===== src/design/fdct4_pkg.sv =====
package fdct4_pkg;

  // One residual row: four source and four prediction pixels.
  typedef struct packed {
    logic [7:0] src_pix0;
    logic [7:0] src_pix1;
    logic [7:0] src_pix2;
    logic [7:0] src_pix3;
    logic [7:0] ref_pix0;
    logic [7:0] ref_pix1;
    logic [7:0] ref_pix2;
    logic [7:0] ref_pix3;
  } row_t;

  // One coefficient row: vertical frequency freq_row, horizontal 0..3.
  typedef struct packed {
    logic signed [11:0] coef0;
    logic signed [11:0] coef1;
    logic signed [11:0] coef2;
    logic signed [11:0] coef3;
    logic [1:0]         freq_row;
    logic               last_row;
  } coef_row_t;

  localparam int RP_W = 14;
  localparam logic [1:0] LAST_ROW_IDX = 2'd3;

  // Row-pass result and a full 4x4 block of them, indexed [row][column].
  typedef logic signed [RP_W-1:0] rp_t;
  typedef rp_t [3:0] rp_row_t;
  typedef rp_row_t [3:0] blk_t;

  // Front stage status seen by the top level.
  typedef struct packed {
    logic busy;
    logic last;
  } front_stat_t;

  localparam int K_A = 2217;
  localparam int K_B = 5352;
  localparam int RND_ROW1 = 14500;
  localparam int RND_ROW3 = 7500;
  localparam int RND_COL1 = 12000;
  localparam int RND_COL3 = 51000;
  localparam int RND_COL_EVEN = 7;

endpackage


===== src/design/fdct4_front.sv =====
module fdct4_front (
  input  logic                  clk,
  input  logic                  rst,
  input  logic                  row_valid,
  output logic                  row_ready,
  input  fdct4_pkg::row_t       row_data,
  output logic                  push,
  input  logic                  push_ready,
  output fdct4_pkg::blk_t       push_data,
  output fdct4_pkg::front_stat_t stat
);
  import fdct4_pkg::*;

  logic                     diff_valid;
  logic signed [8:0]        diff [4];
  logic [1:0]               diff_row;
  logic [1:0]               row_count;
  rp_row_t                  row_store [3];
  rp_row_t                  rp;
  logic                     advance;
  logic                     accept;

  logic signed [9:0]  e0, e1, f0, f1;
  logic signed [12:0] s0, s1, t0, t1;
  logic signed [26:0] m1, m3;

  assign advance   = diff_valid && ((diff_row != LAST_ROW_IDX) || push_ready);
  assign row_ready = !diff_valid || advance;
  assign accept    = row_valid && row_ready;

  // Row butterfly on the held differences.
  always_comb begin
    e0 = 10'(diff[0]) + 10'(diff[3]);
    e1 = 10'(diff[1]) + 10'(diff[2]);
    f0 = 10'(diff[1]) - 10'(diff[2]);
    f1 = 10'(diff[0]) - 10'(diff[3]);
    s0 = 13'(e0) <<< 3;
    s1 = 13'(e1) <<< 3;
    t0 = 13'(f0) <<< 3;
    t1 = 13'(f1) <<< 3;
    m1 = 27'(t0) * 27'(K_A) + 27'(t1) * 27'(K_B) + 27'(RND_ROW1);
    m3 = 27'(t1) * 27'(K_A) - 27'(t0) * 27'(K_B) + 27'(RND_ROW3);
    rp[0] = RP_W'(s0) + RP_W'(s1);
    rp[1] = RP_W'(m1 >>> 12);
    rp[2] = RP_W'(s0) - RP_W'(s1);
    rp[3] = RP_W'(m3 >>> 12);
  end

  assign push = advance && (diff_row == LAST_ROW_IDX);
  always_comb begin
    push_data[0] = row_store[0];
    push_data[1] = row_store[1];
    push_data[2] = row_store[2];
    push_data[3] = rp;
  end

  assign stat.busy = diff_valid;
  assign stat.last = (diff_row == LAST_ROW_IDX);

  always_ff @(posedge clk) begin
    if (rst) begin
      diff_valid <= 1'b0;
      row_count  <= 2'd0;
    end else if (accept) begin
      diff_valid <= 1'b1;
      row_count  <= row_count + 2'd1;
    end else if (advance) begin
      diff_valid <= 1'b0;
    end
  end

  always_ff @(posedge clk) begin
    if (accept) begin
      diff[0]  <= 9'({1'b0, row_data.src_pix0}) - 9'({1'b0, row_data.ref_pix0});
      diff[1]  <= 9'({1'b0, row_data.src_pix1}) - 9'({1'b0, row_data.ref_pix1});
      diff[2]  <= 9'({1'b0, row_data.src_pix2}) - 9'({1'b0, row_data.ref_pix2});
      diff[3]  <= 9'({1'b0, row_data.src_pix3}) - 9'({1'b0, row_data.ref_pix3});
      diff_row <= row_count;
    end
    if (advance && (diff_row != LAST_ROW_IDX)) begin
      row_store[diff_row] <= rp;
    end
  end

endmodule


===== src/design/fdct4_queue.sv =====
module fdct4_queue #(
  parameter int QDEPTH = 2
) (
  input  logic            clk,
  input  logic            rst,
  input  logic            push,
  output logic            push_ready,
  input  fdct4_pkg::blk_t push_data,
  output logic            pop_valid,
  input  logic            pop,
  output fdct4_pkg::blk_t pop_data
);
  import fdct4_pkg::*;

  localparam int PW = (QDEPTH > 1) ? $clog2(QDEPTH) : 1;
  localparam int CW = $clog2(QDEPTH + 1);

  blk_t          mem [QDEPTH];
  logic [PW-1:0] wr_ptr;
  logic [PW-1:0] rd_ptr;
  logic [CW-1:0] count;

  assign push_ready = (count != CW'(QDEPTH));
  assign pop_valid  = (count != '0);
  assign pop_data   = mem[rd_ptr];

  always_ff @(posedge clk) begin
    if (rst) begin
      wr_ptr <= '0;
      rd_ptr <= '0;
      count  <= '0;
    end else begin
      if (push) begin
        wr_ptr <= (wr_ptr == PW'(QDEPTH - 1)) ? '0 : wr_ptr + PW'(1);
      end
      if (pop) begin
        rd_ptr <= (rd_ptr == PW'(QDEPTH - 1)) ? '0 : rd_ptr + PW'(1);
      end
      if (push && !pop) begin
        count <= count + CW'(1);
      end else if (pop && !push) begin
        count <= count - CW'(1);
      end
    end
  end

  always_ff @(posedge clk) begin
    if (push) begin
      mem[wr_ptr] <= push_data;
    end
  end

endmodule


===== src/design/fdct4_back.sv =====
module fdct4_back (
  input  logic                  clk,
  input  logic                  rst,
  input  logic                  blk_avail,
  output logic                  pop,
  input  fdct4_pkg::blk_t       blk_data,
  output logic                  coef_valid,
  input  logic                  coef_ready,
  output fdct4_pkg::coef_row_t  coef_data
);
  import fdct4_pkg::*;

  logic                blk_valid;
  logic [1:0]          phase;
  logic signed [14:0]  a0 [4], a1 [4], a2 [4], a3 [4];
  logic signed [14:0]  a0_next [4], a1_next [4], a2_next [4], a3_next [4];
  logic signed [11:0]  c [4];
  logic                load;

  logic signed [16:0]  even_sum [4];
  logic signed [15:0]  x [4], y [4];
  logic signed [29:0]  m [4];
  logic signed [13:0]  odd_c [4];

  assign load = blk_valid && (!coef_valid || coef_ready);
  assign pop  = blk_avail && (!blk_valid || (load && (phase == LAST_ROW_IDX)));

  // Column sums and differences of the block at the queue head.
  always_comb begin
    for (int i = 0; i < 4; i++) begin
      a0_next[i] = 15'(blk_data[0][i]) + 15'(blk_data[3][i]);
      a1_next[i] = 15'(blk_data[1][i]) + 15'(blk_data[2][i]);
      a2_next[i] = 15'(blk_data[1][i]) - 15'(blk_data[2][i]);
      a3_next[i] = 15'(blk_data[0][i]) - 15'(blk_data[3][i]);
    end
  end

  // One vertical frequency per cycle while the output is not stalled, one lane per column.
  always_comb begin
    for (int i = 0; i < 4; i++) begin
      even_sum[i] = phase[1] ? (17'(a0[i]) - 17'(a1[i]) + 17'(RND_COL_EVEN))
                             : (17'(a0[i]) + 17'(a1[i]) + 17'(RND_COL_EVEN));
      x[i] = phase[1] ? 16'(a3[i]) : 16'(a2[i]);
      y[i] = phase[1] ? -16'(a2[i]) : 16'(a3[i]);
      m[i] = 30'(x[i]) * 30'(K_A) + 30'(y[i]) * 30'(K_B)
           + (phase[1] ? 30'(RND_COL3) : 30'(RND_COL1));
      odd_c[i] = 14'(m[i] >>> 16)
               + {13'd0, (!phase[1] && (a3[i] != '0))};
      c[i] = phase[0] ? 12'(odd_c[i]) : 12'(even_sum[i] >>> 4);
    end
  end

  always_ff @(posedge clk) begin
    if (rst) begin
      blk_valid  <= 1'b0;
      phase      <= 2'd0;
      coef_valid <= 1'b0;
    end else begin
      if (pop) begin
        blk_valid <= 1'b1;
      end else if (load && (phase == LAST_ROW_IDX)) begin
        blk_valid <= 1'b0;
      end
      if (load) begin
        phase <= phase + 2'd1;
      end
      if (load) begin
        coef_valid <= 1'b1;
      end else if (coef_ready) begin
        coef_valid <= 1'b0;
      end
    end
  end

  always_ff @(posedge clk) begin
    if (pop) begin
      a0 <= a0_next;
      a1 <= a1_next;
      a2 <= a2_next;
      a3 <= a3_next;
    end
    if (load) begin
      coef_data.coef0    <= c[0];
      coef_data.coef1    <= c[1];
      coef_data.coef2    <= c[2];
      coef_data.coef3    <= c[3];
      coef_data.freq_row <= phase;
      coef_data.last_row <= (phase == LAST_ROW_IDX);
    end
  end

endmodule


===== src/design/forward_dct_4x4_residual.sv =====
// Channel | Signals                          | Beat
// --------+----------------------------------+---------------------------------
// rows in | row_valid, row_ready, row_data   | one residual row, src and pred
// coefs   | coef_valid, coef_ready, coef_data| one row of four coefficients
//
// A row beat can be taken every cycle while the queue has room; a block of four
// row beats yields four coefficient beats, one per cycle while coef_ready is high,
// so the sustained rate is one beat a cycle when neither side stalls. A block
// passes the difference, queue, column-sum and coefficient output registers in turn.
// Reset (rst, synchronous) empties the queue and restarts at row 0.
// A stalled coefficient side fills the QDEPTH-block queue, then holds row_ready low.
module forward_dct_4x4_residual #(
  parameter int QDEPTH = 2
) (
  input  logic                 clk,
  input  logic                 rst,
  input  logic                 row_valid,
  output logic                 row_ready,
  input  fdct4_pkg::row_t      row_data,
  output logic                 coef_valid,
  input  logic                 coef_ready,
  output fdct4_pkg::coef_row_t coef_data
);
  import fdct4_pkg::*;

  // Block hand-off between the row pass and the column pass.
  logic        q_push;
  logic        q_ready;
  blk_t        q_wdata;
  logic        q_valid;
  logic        q_pop;
  blk_t        q_rdata;
  front_stat_t front_stat;

  // Front: take row beats, run the row butterfly, gather a block.
  fdct4_front u_front (
    .clk        (clk),
    .rst        (rst),
    .row_valid  (row_valid),
    .row_ready  (row_ready),
    .row_data   (row_data),
    .push       (q_push),
    .push_ready (q_ready),
    .push_data  (q_wdata),
    .stat       (front_stat)
  );

  // Queue: hold finished row-pass blocks until the column pass is free.
  fdct4_queue #(
    .QDEPTH (QDEPTH)
  ) u_queue (
    .clk        (clk),
    .rst        (rst),
    .push       (q_push),
    .push_ready (q_ready),
    .push_data  (q_wdata),
    .pop_valid  (q_valid),
    .pop        (q_pop),
    .pop_data   (q_rdata)
  );

  // Back: column pass, one vertical frequency per beat.
  fdct4_back u_back (
    .clk        (clk),
    .rst        (rst),
    .blk_avail  (q_valid),
    .pop        (q_pop),
    .blk_data   (q_rdata),
    .coef_valid (coef_valid),
    .coef_ready (coef_ready),
    .coef_data  (coef_data)
  );

  // Never push into a full queue.
  a_no_overflow: assert property (@(posedge clk) disable iff (rst)
    q_push |-> q_ready)
    else $error("block pushed into full queue");

  // Never pop an empty queue.
  a_no_underflow: assert property (@(posedge clk) disable iff (rst)
    q_pop |-> q_valid)
    else $error("block popped from empty queue");

  // Row input stalls only behind a finished block waiting on a full queue.
  a_stall_cause: assert property (@(posedge clk) disable iff (rst)
    !row_ready |-> (front_stat.busy && front_stat.last && !q_ready))
    else $error("row input stalled without a full queue");

endmodule


===== config.mk =====
export PLATFORM = sky130hd
export DESIGN_NAME = forward_dct_4x4_residual
export DESIGN_NICKNAME = d
export VERILOG_FILES = /design/src/design/fdct4_pkg.sv /design/src/design/fdct4_front.sv /design/src/design/fdct4_queue.sv /design/src/design/fdct4_back.sv /design/src/design/forward_dct_4x4_residual.sv
export SDC_FILE = /design/constraint.sdc
export NUM_CORES = 2
export LEC_CHECK = 0
export BUFFER_PORTS_ARGS = -buffer_cell sky130_fd_sc_hd__buf_2
export CORE_MARGIN = 2
export CORE_UTILIZATION = 60
export DETAILED_ROUTE_END_ITERATION = 8
export PLACE_DENSITY = 0.76
export SLEW_MARGIN = 20
export SYNTH_ARGS = -nofsm -noshare
export SYNTH_HDL_FRONTEND = slang
export SYNTH_SLANG_ARGS = --single-unit
export TNS_END_PERCENT = 50

===== constraint.sdc =====
create_clock -name clk -period 19.8 [get_ports clk]
set_input_delay 4.95 -clock clk [delete_from_list [all_inputs] [get_ports clk]]
set_output_delay 4.95 -clock clk [all_outputs]
set_load 0.05 [all_outputs]

Word-level counts from Yosys, hierarchy flattened
Memories as Yosys holds them, arrays and structs flattened. A register that Yosys moved wholly into a read port is not among the register bits.
Cells that the tools add are included.
- flip-flop bits (word level): 304
- bits in latches: 0
- memory bits (writable): 652
- ROM bits: 0
- bits of input ports: 68
- output and inout port bits: 53
- word-level logic and storage cells: 185
- memories: 3
- add/subtract/negate cells: 68
- multiply operators: 12
- divide/modulo/power cells: 0
- order comparisons: 0
- equal/unequal tests: 4
- shift operators: 0
- mux-type cells: 35
- bitwise logic cells: 0
- reduce and logical (&&, ||, !) cells: 32
- memories (memory ; depth ; bits a word ; rd ports ; clocked after memory_dff ; write ports ; line ; source):
    u_queue.mem ; 2 ; 224 ; 1 ; 1 ; 1 ; fdct4_queue.sv:18 ; blk_t mem [QDEPTH];
    u_front.row_store ; 3 ; 56 ; 3 ; 0 ; 1 ; fdct4_front.sv:18 ; rp_row_t row_store [3];
    u_front.diff ; 4 ; 9 ; 4 ; 0 ; 4 ; fdct4_front.sv:15 ; logic signed [8:0] diff [4];
- operators with widths (cell ; count):
    $add 28x28->28 ; 8
    $mux 16 ; 13
    $add 16x4->16 const B ; 8
    $add 14x14->15 ; 8
    $sub 14x14->15 ; 8
    $mul 16x13->28 const B ; 4
    $mul 16x11->25 const B ; 4
    $add 15x15->16 ; 4
    $neg 15->16 ; 4
    $sub 15x15->16 ; 4
    $reduce_bool 15->1 ; 4
    $add 12x1->12 ; 4
    $mux 12 ; 4
    $mul 10x13->23 const B ; 2
    $mul 10x11->20 const B ; 2
    $sub 8x8->9 ; 4
    $add 26x14->26 const B ; 1
    $add 26x15->26 const B ; 1
    $add 26x26->26 ; 1
    $sub 26x26->26 ; 1
    $add 9x9->10 ; 2
    $sub 9x9->10 ; 2
    $mux 1 ; 16
    $add 13x13->14 ; 1
    other kinds (11) ; 41

Longest topological paths before layout
- depth in word-level cells: 9
- mapped depth: 51
- depth with buffers taken out: 51

Cells and area by module
Synthesis repeated with hierarchy kept, for this count alone.
- cell total of the unflattened synthesis: 8871
- area total of the unflattened synthesis: 93519.7 um^2
- modules (own cells, without submodules) (module ; instances ; cells each ; area each (um^2) ; sequential area each (um^2)):
    fdct4_back ; 1 ; 6432 ; 58023.1 ; 8578.2
    fdct4_front ; 1 ; 1720 ; 18469.0 ; 5615.4
    fdct4_queue ; 1 ; 719 ; 17027.6 ; 13553.0

Worst setup path after synthesis
Ideal clock, no wire load.
- kind: register -> register
- start point: register u_queue.count[0]
- end point: memory u_queue.mem[0][100] (netlist bit), enable pin
- setup time: 0.994 ns
- data arrival time: 13.738 ns
- required time: 18.806 ns
- setup slack: 5.069 ns
- stages on the path, launching flop included: 3
- path buffers: 0
- clock period less this slack: 14.731 ns
- path through: dfxtp_1 nor2b_1 nor3_1
- cells in the longest elaborated chain, start to end: 6
- ends and longest elaborated chain (element ; line ; source):
    start, declared ; fdct4_queue.sv:21 ; logic [CW-1:0] count;
    start signal, assigned ; fdct4_queue.sv:40 ; count <= count + CW'(1);
    start signal, assigned ; fdct4_queue.sv:42 ; count <= count - CW'(1);
    $ne 2x2->1 ; fdct4_queue.sv:23 ; assign push_ready = (count != CW'(QDEPTH));
    $logic_or 1x1->1 ; fdct4_front.sv:27 ; assign advance = diff_valid && ((diff_row != LAST_ROW_IDX) || push_ready);
    $logic_and 1x1->1 ; fdct4_front.sv:27 ;
    $logic_and 1x1->1 ; fdct4_front.sv:49 ; assign push = advance && (diff_row == LAST_ROW_IDX);
    $mux 1 ; fdct4_queue.sv:48 ; if (push) begin
    $mux 1 (implied by the code) ; fdct4_queue.sv:49 ; mem[wr_ptr] <= push_data;
    end, declared ; fdct4_queue.sv:18 ;
No other way between the ends.

==> flow_summary.json <==
{
  "status": "complete, no violations",
  "root_buffer": "clkbuf_16",
  "wl_mm": 178,
  "crit_path_end_kind": "flop",
  "first_iter_violations": 3185,
  "grt_pass1_vias": 56900,
  "grt.total_usage_pct": 24.8,
  "worst_r2r_path_depth": 43,
  "synth_warnings": 0,
  "wl_per_cell_um": 17.6,
  "yosysTopAreaCellShare_pct": 29.5,
  "fillers": 10900,
  "whs_ns": 0.424,
  "io_pins": 121,
  "syn_area_sq_mm": 0.0848,
  "crit_top_cell": "inv_1",
  "syn_to_final_growth_pct": 6.98,
  "cts_tree": "built",
  "clk_pin_slew_ns": 0.06,
  "ys_seq_area_share_pct": 29.8,
  "cts_resized": 0,
  "final-instance-count-excl-fill": 10200,
  "die_w_um": 380,
  "synthArstFlopShare_pct": 0,
  "synthFlopType": "edfxtp_1",
  "setup-tns-final_ns": 0,
  "die_area_sq_mm": 0.144,
  "syn_inst": 8046,
  "fp-row-count": 137,
  "arrival_ns": 12.71,
  "cp.required_ns": 20.21,
  "hold_violations": 0,
  "layout_common_cells": "1673 x inv_1, 1566 x ha_1, 834 x edfxtp_1, 567 x fa_1, 476 x xnor2_1",
  "core_sq_mm": 0.140,
  "critPathSlowestCell": "or4_1",
  "layout.cells.most_common": "inv_1",
  "cp_max_fo": 7,
  "numCtsBuffers": 88,
  "overflow": 0,
  "synthTopCellsByArea": "edfxtp_1 30%, ha_1 23%, fa_1 13%, inv_1 7.4%, xnor2_1 4.9%",
  "synth_edf_count": 834,
  "clk_path_buf_depth": 3,
  "yosysTopAreaCell": "edfxtp_1",
  "finalSetupViolations": 0,
  "final_nets": 10400,
  "ant_nets": 0,
  "via_count": 55300,
  "cts_setup_buffers": 0,
  "postCtsHoldBufs": 0,
  "start_util_pct": 60.6,
  "finalWeightedCongestion": 0.907,
  "worst_setup_path_start_kind": "flop",
  "placed_cells": 9993,
  "max_cap_violations": 0,
  "drc": 0,
  "drive_gt1_share_pct": 6.17,
  "hpwl_mm": 146,
  "cp_slowest_stage_delay_ns": 0.55,
  "grt_pass1_wl_mm": 289,
  "tightest_slew_ns": 1.12,
  "period_needed_ns": 12.30,
  "clk_latency_ns": 0.69,
  "hold_class": "flop to flop",
  "worstSetupPathType": "flop to flop",
  "fin_skew_ns": 0.0350,
  "period_share_pct": 62.1,
  "drt_pass1_iterations": 5,
  "maxClockFrequency_mhz": 81.3,
  "die_height_um": 380,
  "holdPathStages": 0,
  "grt_max_degree": 145,
  "synth.avg_cell_area_sq_um": 10.5,
  "antenna_found_initial": 2,
  "synth_cell_types": 81,
  "ys_ff_latch": 846,
  "htreeDepth": 3,
  "slew_violations": 0,
  "slew_headroom_pct": 24.7,
  "clkSinkCount": 846,
  "rsz0062_at_grt": "no",
  "io_buffers": 120,
  "vias_per_cell": 5.45
}
## cells in the mapped netlist (all sizes together), types with 31 or more instances
library cell / number
a21boi: 34
nor2b: 76
nor2: 420
and3: 56
ha: 1566
xnor2: 476
clkbuf: 59
nand2b: 68
o21a: 41
xor2: 189
fa: 567
nor4: 32
or3: 31
o21bai: 104
mux2i: 150
nor3: 123
nand3: 46
inv: 1677
a211oi: 49
a21oi: 367
nand2: 229
mux2: 154
o21ai: 286
a21o: 90
edfxtp: 834
## registers in the layout, indices dropped and copies added (netlist names), named ones only
register,flops
u_queue.mem,392
u_queue.count,2
u_front.row_store,147
u_back.a1,50
u_front.diff_valid,1
u_front.diff,36
u_back.coef_valid,1
u_queue.wr_ptr,1
u_back.phase,2
u_queue.rd_ptr,1
u_front.row_count,2
u_back.a3,53
u_back.blk_valid,1
u_back.a0,50
u_front.diff_row,2
u_back.a2,53
u_back.coef_data,51
## cells by family (layout without fill, tap and decap cells)
| family | Yosys count | count (layout) | synth area share [%] |
|---|---|---|---|
| DFF | 846 | 846 | 29.8 |
| and+or+nand+nor | 1190 | 1190 | 6.76 |
| other | 1 | 3 | 0.00442 |
| xor gates and xnor gates | 667 | 667 | 6.92 |
| AOI/OAI and AO/OA | 1134 | 1134 | 8.30 |
| adders and majority gates | 2138 | 2138 | 36.6 |
| buffers and inverters | 1766 | 1999 | 7.82 |
| muxes | 304 | 304 | 3.82 |
## worst paths after layout
path	slack [ns]	startpoint	to
max	7.50	u_back.a2[3]$_DFFE_PP_	u_back.coef_data[14]$_DFFE_PP_
min reg2reg	0.42	u_front.row_store[2][44]$_DFFE_PP_	u_queue.mem[1][156]$_DFFE_PP_
max reg2reg	7.50	u_back.a2[3]$_DFFE_PP_	u_back.coef_data[14]$_DFFE_PP_
min	0.42	u_front.row_store[2][44]$_DFFE_PP_	u_queue.mem[1][156]$_DFFE_PP_
## per-stage QoR
| stage | instance area (sq um) | utilization (%) | worst slack, ns |
|---|---|---|---|
| 6_report | 90700 | 64.8 | 7.50 |
| 4_1_cts | 90700 | 64.8 | 7.50 |
| 3_5_place_dp | 87800 | 62.8 | 7.55 |
| 3_3_place_gp | 87800 | 62.8 | 7.68 |
| 2_1_floorplan | 84800 | - | 5.07 |
| 5_1_grt | 90700 | 64.8 | 6.84 |
## layout make-up
| cell class | count | area [sq um] | share of cell area (%) |
|---|---|---|---|
| multi-input cells | 5435 | 52900 | 58.3 |
| flip-flops and latches | 846 | 25300 | 27.9 |
| inverters | 1677 | 6300 | 6.95 |
| clock inverters | 61 | 658 | 0.726 |
| clock buffers | 102 | 2250 | 2.49 |
| well taps | 1876 | 2350 | 2.59 |
| repair buffers | 159 | 931 | 1.03 |
| diodes | 1 | 2.50 | 0.00276 |
## per-layer routing
metal / wire [um] / GRT usage, % / part of all wire (%)
met4: 4200 / 6.43 / 2.4
met2: 85300 / 42.3 / 48
met5: 0 / 0 / 0
met3: 7290 / 2.85 / 4.1
met1: 81700 / 33.7 / 46
## worst max-delay path, delay by kind of cell (launching register included)
family          cells  cell delay, ns
fa+ha+maj          12            4.90
simple gates       11            3.85
compound gates      6            1.07
xor+xnor            5            0.79
buf+inv             7            0.50
flops               1            0.48
mux                 2            0.43
Power is not shown: default switching activity piles up to over one toggle a cycle in this logic, so the estimate is an artifact.
